**src/design/plist_pkg.sv**
```systemverilog
// Shared types and codes for the positional list engine.
package plist_pkg;

  // Command codes.
  localparam logic [2:0] CMD_APPEND    = 3'd0;
  localparam logic [2:0] CMD_PREPEND   = 3'd1;
  localparam logic [2:0] CMD_INSERT_AT = 3'd2;
  localparam logic [2:0] CMD_READ_AT   = 3'd3;
  localparam logic [2:0] CMD_REM_FIRST = 3'd4;
  localparam logic [2:0] CMD_REM_LAST  = 3'd5;
  localparam logic [2:0] CMD_REM_AT    = 3'd6;

  // Status codes.
  localparam logic [1:0] ST_OK      = 2'd0;
  localparam logic [1:0] ST_BAD_POS = 2'd1;
  localparam logic [1:0] ST_EMPTY   = 2'd2;
  localparam logic [1:0] ST_FULL    = 2'd3;

  // Width of one list entry.
  localparam int DATA_W = 32;

  // One command transfer.
  typedef struct packed {
    logic [2:0]               command;
    logic [6:0]               position;
    logic signed [DATA_W-1:0] value;
  } request_t;

  // One result transfer.
  typedef struct packed {
    logic signed [DATA_W-1:0] read_value;
    logic [1:0]               status;
    logic [6:0]               element_count;
  } response_t;

  // Shift controls broadcast to every cell.
  typedef struct packed {
    logic ins;
    logic rem;
  } cell_op_t;

endpackage

```
**src/design/plist_cell.sv**
```systemverilog
// One list cell: holds the entry at a fixed position and shifts with its neighbors.
module plist_cell #(
  parameter int PW  = 7,
  parameter int IDX = 0
) (
  input  logic                          clk,
  input  plist_pkg::cell_op_t           op,
  input  logic [PW-1:0]                 op_pos,
  input  logic [plist_pkg::DATA_W-1:0]  value,
  input  logic [plist_pkg::DATA_W-1:0]  left,
  input  logic [plist_pkg::DATA_W-1:0]  right,
  input  logic [PW-1:0]                 sel_pos,
  output logic [plist_pkg::DATA_W-1:0]  entry,
  output logic [plist_pkg::DATA_W-1:0]  tap
);

  localparam logic [PW-1:0] MY_POS = PW'(IDX);

  // Insert moves later entries back one place; remove pulls them forward.
  always_ff @(posedge clk) begin
    if (op.ins) begin
      if (MY_POS == op_pos) begin
        entry <= value;
      end else if (MY_POS > op_pos) begin
        entry <= left;
      end
    end else if (op.rem) begin
      if (MY_POS >= op_pos) begin
        entry <= right;
      end
    end
  end

  // The cell at the read position drives its entry; all others drive zero.
  assign tap = (MY_POS == sel_pos) ? entry : '0;

endmodule

```
**config.mk**
```make
export PLATFORM = sky130hd
export DESIGN_NAME = plist_cell
export DESIGN_NICKNAME = d
export VERILOG_FILES = /design/src/design/plist_pkg.sv /design/src/design/plist_cell.sv
export SDC_FILE = /design/constraint.sdc
export NUM_CORES = 1
export LEC_CHECK = 0
export BUFFER_PORTS_ARGS = -buffer_cell sky130_fd_sc_hd__buf_2
export CAP_MARGIN = 0
export CORE_MARGIN = 8
export CORE_UTILIZATION = 34
export CTS_CLUSTER_DIAMETER = 60
export CTS_CLUSTER_SIZE = 25
export DETAILED_ROUTE_END_ITERATION = 16
export GPL_ROUTABILITY_DRIVEN = 0
export PLACE_DENSITY = 0.76
export SLEW_MARGIN = 5
export SYNTH_ARGS = -nofsm -noshare
export SYNTH_HDL_FRONTEND = slang
export SYNTH_SLANG_ARGS = --single-unit
```
**constraint.sdc**
```tcl
create_clock -name clk -period 4.3 [get_ports clk]
set_input_delay 0.86 -clock clk [delete_from_list [all_inputs] [get_ports clk]]
set_output_delay 0.86 -clock clk [all_outputs]
set_load 0.01 [all_outputs]
```
# == Word-level counts from Yosys, hierarchy flattened ==
# Index checks and enable logic that the tools add are counted.
# totals
in_bits,113
ff_bits,32
output_inout_bits,64
# op_classes
n_lt_le_gt_ge,2
mux,6
n_eq_ne,1
n_reduce_logical,5
# op_table
operator,count
two-way mux 32 bit,6
zero test 7 bit,2
">= comparator 1 x 7 -> 1 bit, first input constant",1
"> comparator 1 x 7 -> 1 bit, first input constant",1
nonzero test 2 bit,2
"inequality test 3 x 1 -> 1 bit, second input constant",1
AND reduction 3 bit,1

# == Logic depth before layout (Yosys ltp) ==
# Gate-level depths: netlist of the first run.
# depth
depth_word,4
mapped_depth,4
ltp_nobuf,3

# == Worst setup path after synthesis of the first run ==
# OpenSTA, ideal clock, no wires.
# synth_path
kind,input -> register
start,input op_pos[4]
end,register entry[0] in the netlist's numbering (enable)
t_arrival_ns,3.861
required_ns,3.839
n_path_buf,1
stages,3
setup_slack_ns,-0.022
path_cell_list,or4_4 -> clkbuf_1 -> nor3_1
# synth_between
elab_chain_len,3
# synth_rtl
element,line_no,source
"start, declared",plist_cell.sv:8,"input logic [PW-1:0] op_pos,"
> comparator 1 x 7 -> 1 bit (tied with other cells),plist_cell.sv:24,end else if (MY_POS > op_pos) begin
inequality test 3 x 1 -> 1 bit (no line) / nonzero test 2 bit (equally long branches),--,
AND reduction 3 bit (no line) (*),--,
"end signal, assigned",plist_cell.sv:23,entry <= value;
"end signal, assigned",plist_cell.sv:25,entry <= left;
"end signal, assigned",plist_cell.sv:29,entry <= right;
"end, declared",plist_cell.sv:13,"output logic [plist_pkg::DATA_W-1:0] entry,"
# Every way passes the cells marked *; elsewhere a longest branch is shown, timed or not.
# A chain may end at the register's enable or synchronous reset.

# == Worst setup path in the final report of the first run ==
# layout_path
start,input sel_pos[2]
end,output tap[20] in the netlist's numbering
# layout_between
elab_chain_len,2
# layout_rtl
element,line_no,source
"start, declared",plist_cell.sv:12,"input logic [PW-1:0] sel_pos,"
zero test 7 bit,plist_cell.sv:35,assign tap = (MY_POS == sel_pos) ? entry : '0;
two-way mux 32 bit,plist_cell.sv:35,
"end, declared",plist_cell.sv:14,output logic [plist_pkg::DATA_W-1:0] tap
# No other way between the ends.

==> results of run 1 <==
[critical path, delay by kind of cell]
family        cells  cell delay (ns)
simple gates      3             0.91
buf+inv           3             0.55
[cell usage in the layout (no fill, tap or decap), drive strengths merged]
cell type / n
and2: 32
nor2: 33
edfxtp: 32
or3: 1
a21oi: 26
buf: 182
a31oi: 32
or4: 2
clkbuf: 6
clkinv: 2
nand3: 6
nor3: 2
o21ai: 32
nor4: 2
[power groups by stage]
stage	sequential [mW]	clock, mW	combinational [mW]
2_1_floorplan	0.356	0	0.0504
6_report	0.348	0.211	0.119
4_1_cts	0.348	0.216	0.120
3_3_place_gp	0.355	0	0.117
5_1_grt	0.348	0.229	0.133
3_5_place_dp	0.355	0	0.119
[metal layers]
layer / up-vias / part of all wire (%) / GRT usage [%]
met5: - / 0 / 0
met4: 0 / 1.6 / 6.174
met3: 14 / 9.5 / 4.935
met2: 145 / 50 / 31.17
met1: 1105 / 39 / 20.12
li1: 1152 / - / -
[kinds of logic after synthesis]
kind of cell | Yosys count | synth area share, %
AO/OA/AOI/OAI | 90 | 24.48
buffers and inverters | 22 | 4.496
flip-flops | 32 | 47.97
AND/OR/NAND/NOR | 78 | 23.05
[area by class of cell]
class	instances	area (um^2)	share of cell area, %
repair buffers	182	925.9	30.47
clock buffers	6	72.57	2.388
inverters	1	3.754	0.1235
multi-input cells	168	977.2	32.15
well taps	75	93.84	3.088
clock inverters	1	5.005	0.1647
flip-flops and latches	32	960.9	31.62
[how the worst max path moves through the flow]
stage | to | slack [ns] | start
detailed placement | tap[20] | 1.10 | sel_pos[2]
CTS | tap[20] | 1.09 | sel_pos[2]
finish | tap[20] | 1.11 | sel_pos[2]
global route | tap[20] | 1.02 | sel_pos[2]
floorplan | entry[0] | 0.95 | op_pos[4]
global placement | tap[20] | 1.17 | sel_pos[2]
==> metrics.md, run 1 <==
| Metric | Value |
|---|---|
| Max reg flops | `32` |
| Final number of hold-violating endpoints | `0` |
| Cts bufs inserted | `5` |
| Top post-synthesis cells by count | `33 x nor2_1, 32 x a31oi_1, 32 x edfxtp_1, 31 x o21ai_0, 28 x and2_2` |
| Clock Power Share | `31.1%` |
| Largest reg by FF count | `entry` |
| Mapped Area | `2003 um^2` |
| Final Setup Violations | `0` |
| Placed cell count | `about 460` |
| Switching share of total power | `23.87%` |
| Critical Path End Type | `output pin` |
| Worst-Margin Slew | `1.001 ns` |
| Synth top area cells | `edfxtp_1 48%, and2_2 10%, a31oi_1 10%` |
| Reg power frac | `51.3%` |
| Hold Crit Class | `input port to register` |
| Mapped Cells | `222` |
| Status | `finished clean` |
| Fin Setup TNS | `0 ns` |
| Reg clk slew, reported paths | `about 0.060 ns` |
| Cell variety after synth | `18` |
| Hold_buf cts | `0` |
| CP Max Fanout | `32` |
| Starting Density | `34.44%` |
| Combinational power share | `17.6%` |
| Synthesis-to-layout area growth | `51.72%` |
| Antenna Violating Nets Remaining | `0` |
| Setup crit start kind | `input port` |
| Most frequent cell after synthesis | `nor2_1` |
| Routed wire length | `roughly 7900 um` |
| Top FF cell, synth | `edfxtp_1` |
| Hold path startpoint | `right[21]` |
| Total gr overflow | `0` |
| CP dominant cell by count | `buf_2` |
| Antenna fix cells | `0` |
| Pins Over Slew Limit | `0` |
| Num ports | `around 180` |
| Mapped Nets | `335` |
| Top Registers | `entry: 32 flops` |
| Seq/Total Area, Yosys | `47.97%` |
| DR WL/cell | `17.05 um` |
| Final Cell Area | `3039 um^2` |
| Core footprint | `5816 um^2` |
| Yosys warns | `0` |
| H-tree depth | `2` |
| Clock Sinks | `32` |
| Post-Layout Cell Count | `around 470` |
| Avg Cell Area, Syn | `9.023 um^2` |
| Slowest Stage Delay on Critical Path | `0.53 ns` |
| Post-route minimum period | `3.193 ns` |
| Power, Total | `678.6 uW` |
| Die ar. | `around 8600 um^2` |
| Layout net count | `503` |
| IR drop worst, VDD | `0.0001030 V` |
| Global-route wire length before repair | `12,390 um` |
| DP Area | `between 2000 and 3000 um^2` |
| Post-synth EDFFs | `32` |
| Chip Width | `92.76 um` |
| Post-CTS Setup Repair Bufs | `0` |
| Pin count of the biggest net entering global routing | `34` |
| Port bufs | `between 150 and 200` |
| Worst path required time | `3.44 ns` |
| Hold endpoint | `entry[21]` |
| Unrepaired setup endpoints after global routing | `false` |
| Fin crit share | `74.26%` |
| # DRC | `0` |
| NetSw | `162.0 uW` |
| DR pass1 iterations | `4` |
| DR vias/cell | `5.196` |
| CTS tree | `done` |
| Share of layout cells above drive strength 1 | `56.92%` |
| Post-synth top area cell | `edfxtp_1` |
| FFs w/ async S/R, synth | `0%` |
| Int Pwr | `roughly 520 uW` |
| MaxCap Viol Count | `0` |
| Row cnt | `28` |
| Post-CTS resize count | `0` |
| Root Buffer | `clkbuf_8` |
| Final worst slack | `between 1 and 1.5 ns` |
| Initial antenna violation count | `0` |
| Leakage | `1.440 nW` |
| Drt initial violations | `109` |
| Max Clock Freq | `0.3132 GHz` |
| Worst slew margin | `32.93%` |
| WS Path Type | `input port to output pin` |
| WHS | `0.8982 ns` |
| Arrival time worst endpoint | `2.33 ns` |
| Top cell type's share of synthesized area | `a little under half` |
| Post-layout util | `between 50% and 60%` |
| Cell Pwr Density | `roughly 220 nW/um^2` |
| Vias in the first global route | `about 2,600` |
| Setup slack at placement | `1.101 ns` |
| Worst Hold Path Cells | `3` |
| Flops & latches, synth | `32` |
| Overall die height | `92.76 um` |
| FILL cells | `approximately 580` |
| DPL Wire Length | `6154 um` |
| Slowest CP cell | `or4_4` |
| All-layer global routing usage | `17.74%` |
| Via count | `about 2,400` |
| CP cell instances | `buf_2 > or4_4 > nor4_4 > buf_4 > and2_2 > buf_2` |
| Maximum root-to-sink buffer count | `2` |
(Power assumes the default switching activity.)
==> inputs of run 2 (changes only) <==
--- a/config.mk
+++ b/config.mk
@@ -5,15 +5,16 @@
 export SDC_FILE = /design/constraint.sdc
 export NUM_CORES = 1
 export LEC_CHECK = 0
+export ABC_AREA = 1
 export BUFFER_PORTS_ARGS = -buffer_cell sky130_fd_sc_hd__buf_2
 export CAP_MARGIN = 0
 export CORE_MARGIN = 8
-export CORE_UTILIZATION = 34
+export CORE_UTILIZATION = 38
 export CTS_CLUSTER_DIAMETER = 60
 export CTS_CLUSTER_SIZE = 25
 export DETAILED_ROUTE_END_ITERATION = 16
 export GPL_ROUTABILITY_DRIVEN = 0
-export PLACE_DENSITY = 0.76
+export PLACE_DENSITY = 0.77
 export SLEW_MARGIN = 5
 export SYNTH_ARGS = -nofsm -noshare
 export SYNTH_HDL_FRONTEND = slang
==> constraint.sdc (replaced) <==
create_clock -name clk -period 2.65 [get_ports clk]
set_input_delay 0.53 -clock clk [delete_from_list [all_inputs] [get_ports clk]]
set_output_delay 0.53 -clock clk [all_outputs]
set_load 0.01 [all_outputs]
==> metrics.md, run 2 <==
| Metric | Value |
|---|---|
| IR drop worst, VDD | `0.0001398 V` |
| Top post-synthesis cells by count | `99 x inv_1, 65 x nand2_1, 65 x nand3_1, 32 x edfxtp_1, 29 x o21ai_2` |
| H-tree depth | `2` |
| Setup crit start kind | `input port` |
| Pins Over Slew Limit | `0` |
| WS Path Type | `input port to output pin` |
| Switching share of total power | `about a quarter` |
| Chip Width | `98.48 um` |
| Mapped Cells | `360` |
| Post-CTS resize count | `0` |
| Worst slew margin | `between 40% and 50%` |
| Top Registers | `entry: 32 flops` |
| Worst-Margin Slew | `0.7795 ns` |
| Commonest non-fill, non-tap cell in the layout | `buf_2` |
| Post-Layout Cell Count | `roughly 610` |
| Clock Sinks | `32` |
| Fin Setup TNS | `0 ns` |
| DR vias/cell | `4.613` |
| Num ports | `approximately 180` |
| Reg clk slew, reported paths | `around 0.06 ns` |
| Commonest non-fill, non-tap cells in the layout | `176 x buf_2, 99 x inv_1, 65 x nand2_1, 65 x nand3_1, 32 x edfxtp_1` |
| Pin count of the biggest net entering global routing | `33` |
| Synthesis-to-layout area growth | `35.82%` |
| Destination of the critical timing path | `tap[5]` |
| Top cell type's share of synthesized area | `37.17%` |
| Mapped Nets | `473` |
| Placed cell count | `600` |
| Final Setup Violations | `0` |
| Post-CTS Setup Repair Bufs | `0` |
| Top FF cell, synth | `edfxtp_1` |
| Layout net count | `640` |
| Initial antenna violation count | `0` |
| Cts bufs inserted | `5` |
| Worst path required time | `2.12 ns` |
| Post-route minimum period | `1.943 ns` |
| Overall die height | `98.48 um` |
| FILL cells | `approximately 670` |
| Maximum root-to-sink buffer count | `2` |
| Flops & latches, synth | `32` |
| Vias in the first global route | `approximately 2,800` |
| Critical Path Source | `sel_pos[5]` |
| Via count | `2,800` |
| Root Buffer | `clkbuf_8` |
| # DRC | `0` |
| WHS | `0.5285 ns` |
| Total gr overflow | `0` |
| Reg power frac | `49.8%` |
| Post-synth EDFFs | `32` |
| Hold Crit Class | `input port to register` |
| Arrival time worst endpoint | `1.41 ns` |
| Avg Cell Area, Syn | `7.180 um^2` |
| DPL Wire Length | `6923 um` |
| Final number of hold-violating endpoints | `0` |
| CP Max Fanout | `32` |
| Share of layout cells above drive strength 1 | `44.59%` |
| Starting Density | `between 30% and 40%` |
| FFs w/ async S/R, synth | `0%` |
| Row cnt | `30` |
| Int Pwr | `843.7 uW` |
| Port bufs | `176` |
| Seq/Total Area, Yosys | `37.17%` |
| Unrepaired setup endpoints after global routing | `false` |
| Cell Pwr Density | `323.6 nW/um^2` |
| Fin crit share | `73.31%` |
| Clock Power Share | `29.6%` |
| All-layer global routing usage | `17.00%` |
| Most frequent cell after synthesis | `inv_1` |
| DR WL/cell | `14.10 um` |
| MaxCap Viol Count | `0` |
| Yosys warns | `0` |
| Largest reg by FF count | `entry` |
| CTS tree | `done` |
| Max Clock Freq | `0.5147 GHz` |
| Mapped Area | `approximately 2600 um^2` |
| Max reg flops | `32` |
| Status | `finished clean` |
| NetSw | `between 200 and 300 uW` |
| Antenna Violating Nets Remaining | `0` |
| Critical Path End Type | `output pin` |
| Drt initial violations | `145` |
| Routed wire length | `8561 um` |
| Synth top area cells | `edfxtp_1 37%, inv_1 14%, nand3_1 13%` |
| Cell variety after synth | `18` |
| Core footprint | `6681 um^2` |
| Post-synth top area cell | `edfxtp_1` |
| Leakage | `approximately 2.1 nW` |
| Global-route wire length before repair | `13,480 um` |
| DR pass1 iterations | `4` |
| Combinational power share | `20.6%` |
| Antenna fix cells | `0` |
| Hold_buf cts | `0` |
| Worst Hold Path Cells | `3` |
| Die ar. | `9697 um^2` |
## run 2: logic make-up (layout without fill, tap and decap cells)
group	Yosys count	in the layout	synth area share, %
AO/OA/AOI/OAI	32	32	10.41
AND/OR/NAND/NOR	173	173	30.30
flip-flops	32	32	37.17
buffers and inverters	123	290	22.12
## run 2: worst min path at each step
stage                         start        end  slack, ns
final                      right[8]   entry[8]       0.53
after global routing      right[16]  entry[16]       0.53
after CTS                 right[19]  entry[19]       0.52
after detailed placement  right[15]  entry[15]       0.80
after global placement    right[12]  entry[12]       0.80
after floorplan           right[10]  entry[10]       0.72
## run 2: power groups by stage
stage	combinational [mW]	clock (mW)	sequential, mW
after floorplan	0.130	0	0.578
after global placement	0.228	0	0.576
after detailed placement	0.234	0	0.576
after CTS	0.235	0.350	0.566
after global routing	0.264	0.365	0.565
final	0.235	0.336	0.566
## run 2: layout make-up
cell class	instances	area (um^2)	area share, %
inverters	101	384.1	10.94
repair buffers	182	925.9	26.37
clock inverters	2	7.507	0.2138
flip-flops and latches	32	960.9	27.37
multi-input cells	205	1064	30.29
clock buffers	5	68.82	1.960
well taps	80	100.1	2.851
## run 2: routing by layer
layer  vias up  GRT usage [%]  part of all wire [%]
li1       1427              -                     -
met5         -              0                     0
met2       117          30.77                    51
met3         9          4.651                   8.4
met4         0          4.486                   1.3
met1      1247          19.07                    40
## run 2: per-stage QoR
step / util, % / cell area, um^2 / total power [mW] / setup slack (ns)
3_5_place_dp: 51.40 / 3435 / 0.8101 / 0.6510
3_3_place_gp: 51.40 / 3435 / 0.8044 / 0.7031
5_1_grt: 52.55 / 3511 / 1.194 / 0.6275
4_1_cts: 52.55 / 3511 / 1.151 / 0.6988
2_1_floorplan: - / 2590 / 0.7080 / 0.04206
6_report: 52.55 / 3511 / 1.136 / 0.7073
## run 2: critical path: stages
cell	delay [ns]
buf_2	0.10
nor3_1	0.17
nand3_1	0.09
buf_4	0.25
nor2_1	0.12
buf_2	0.14
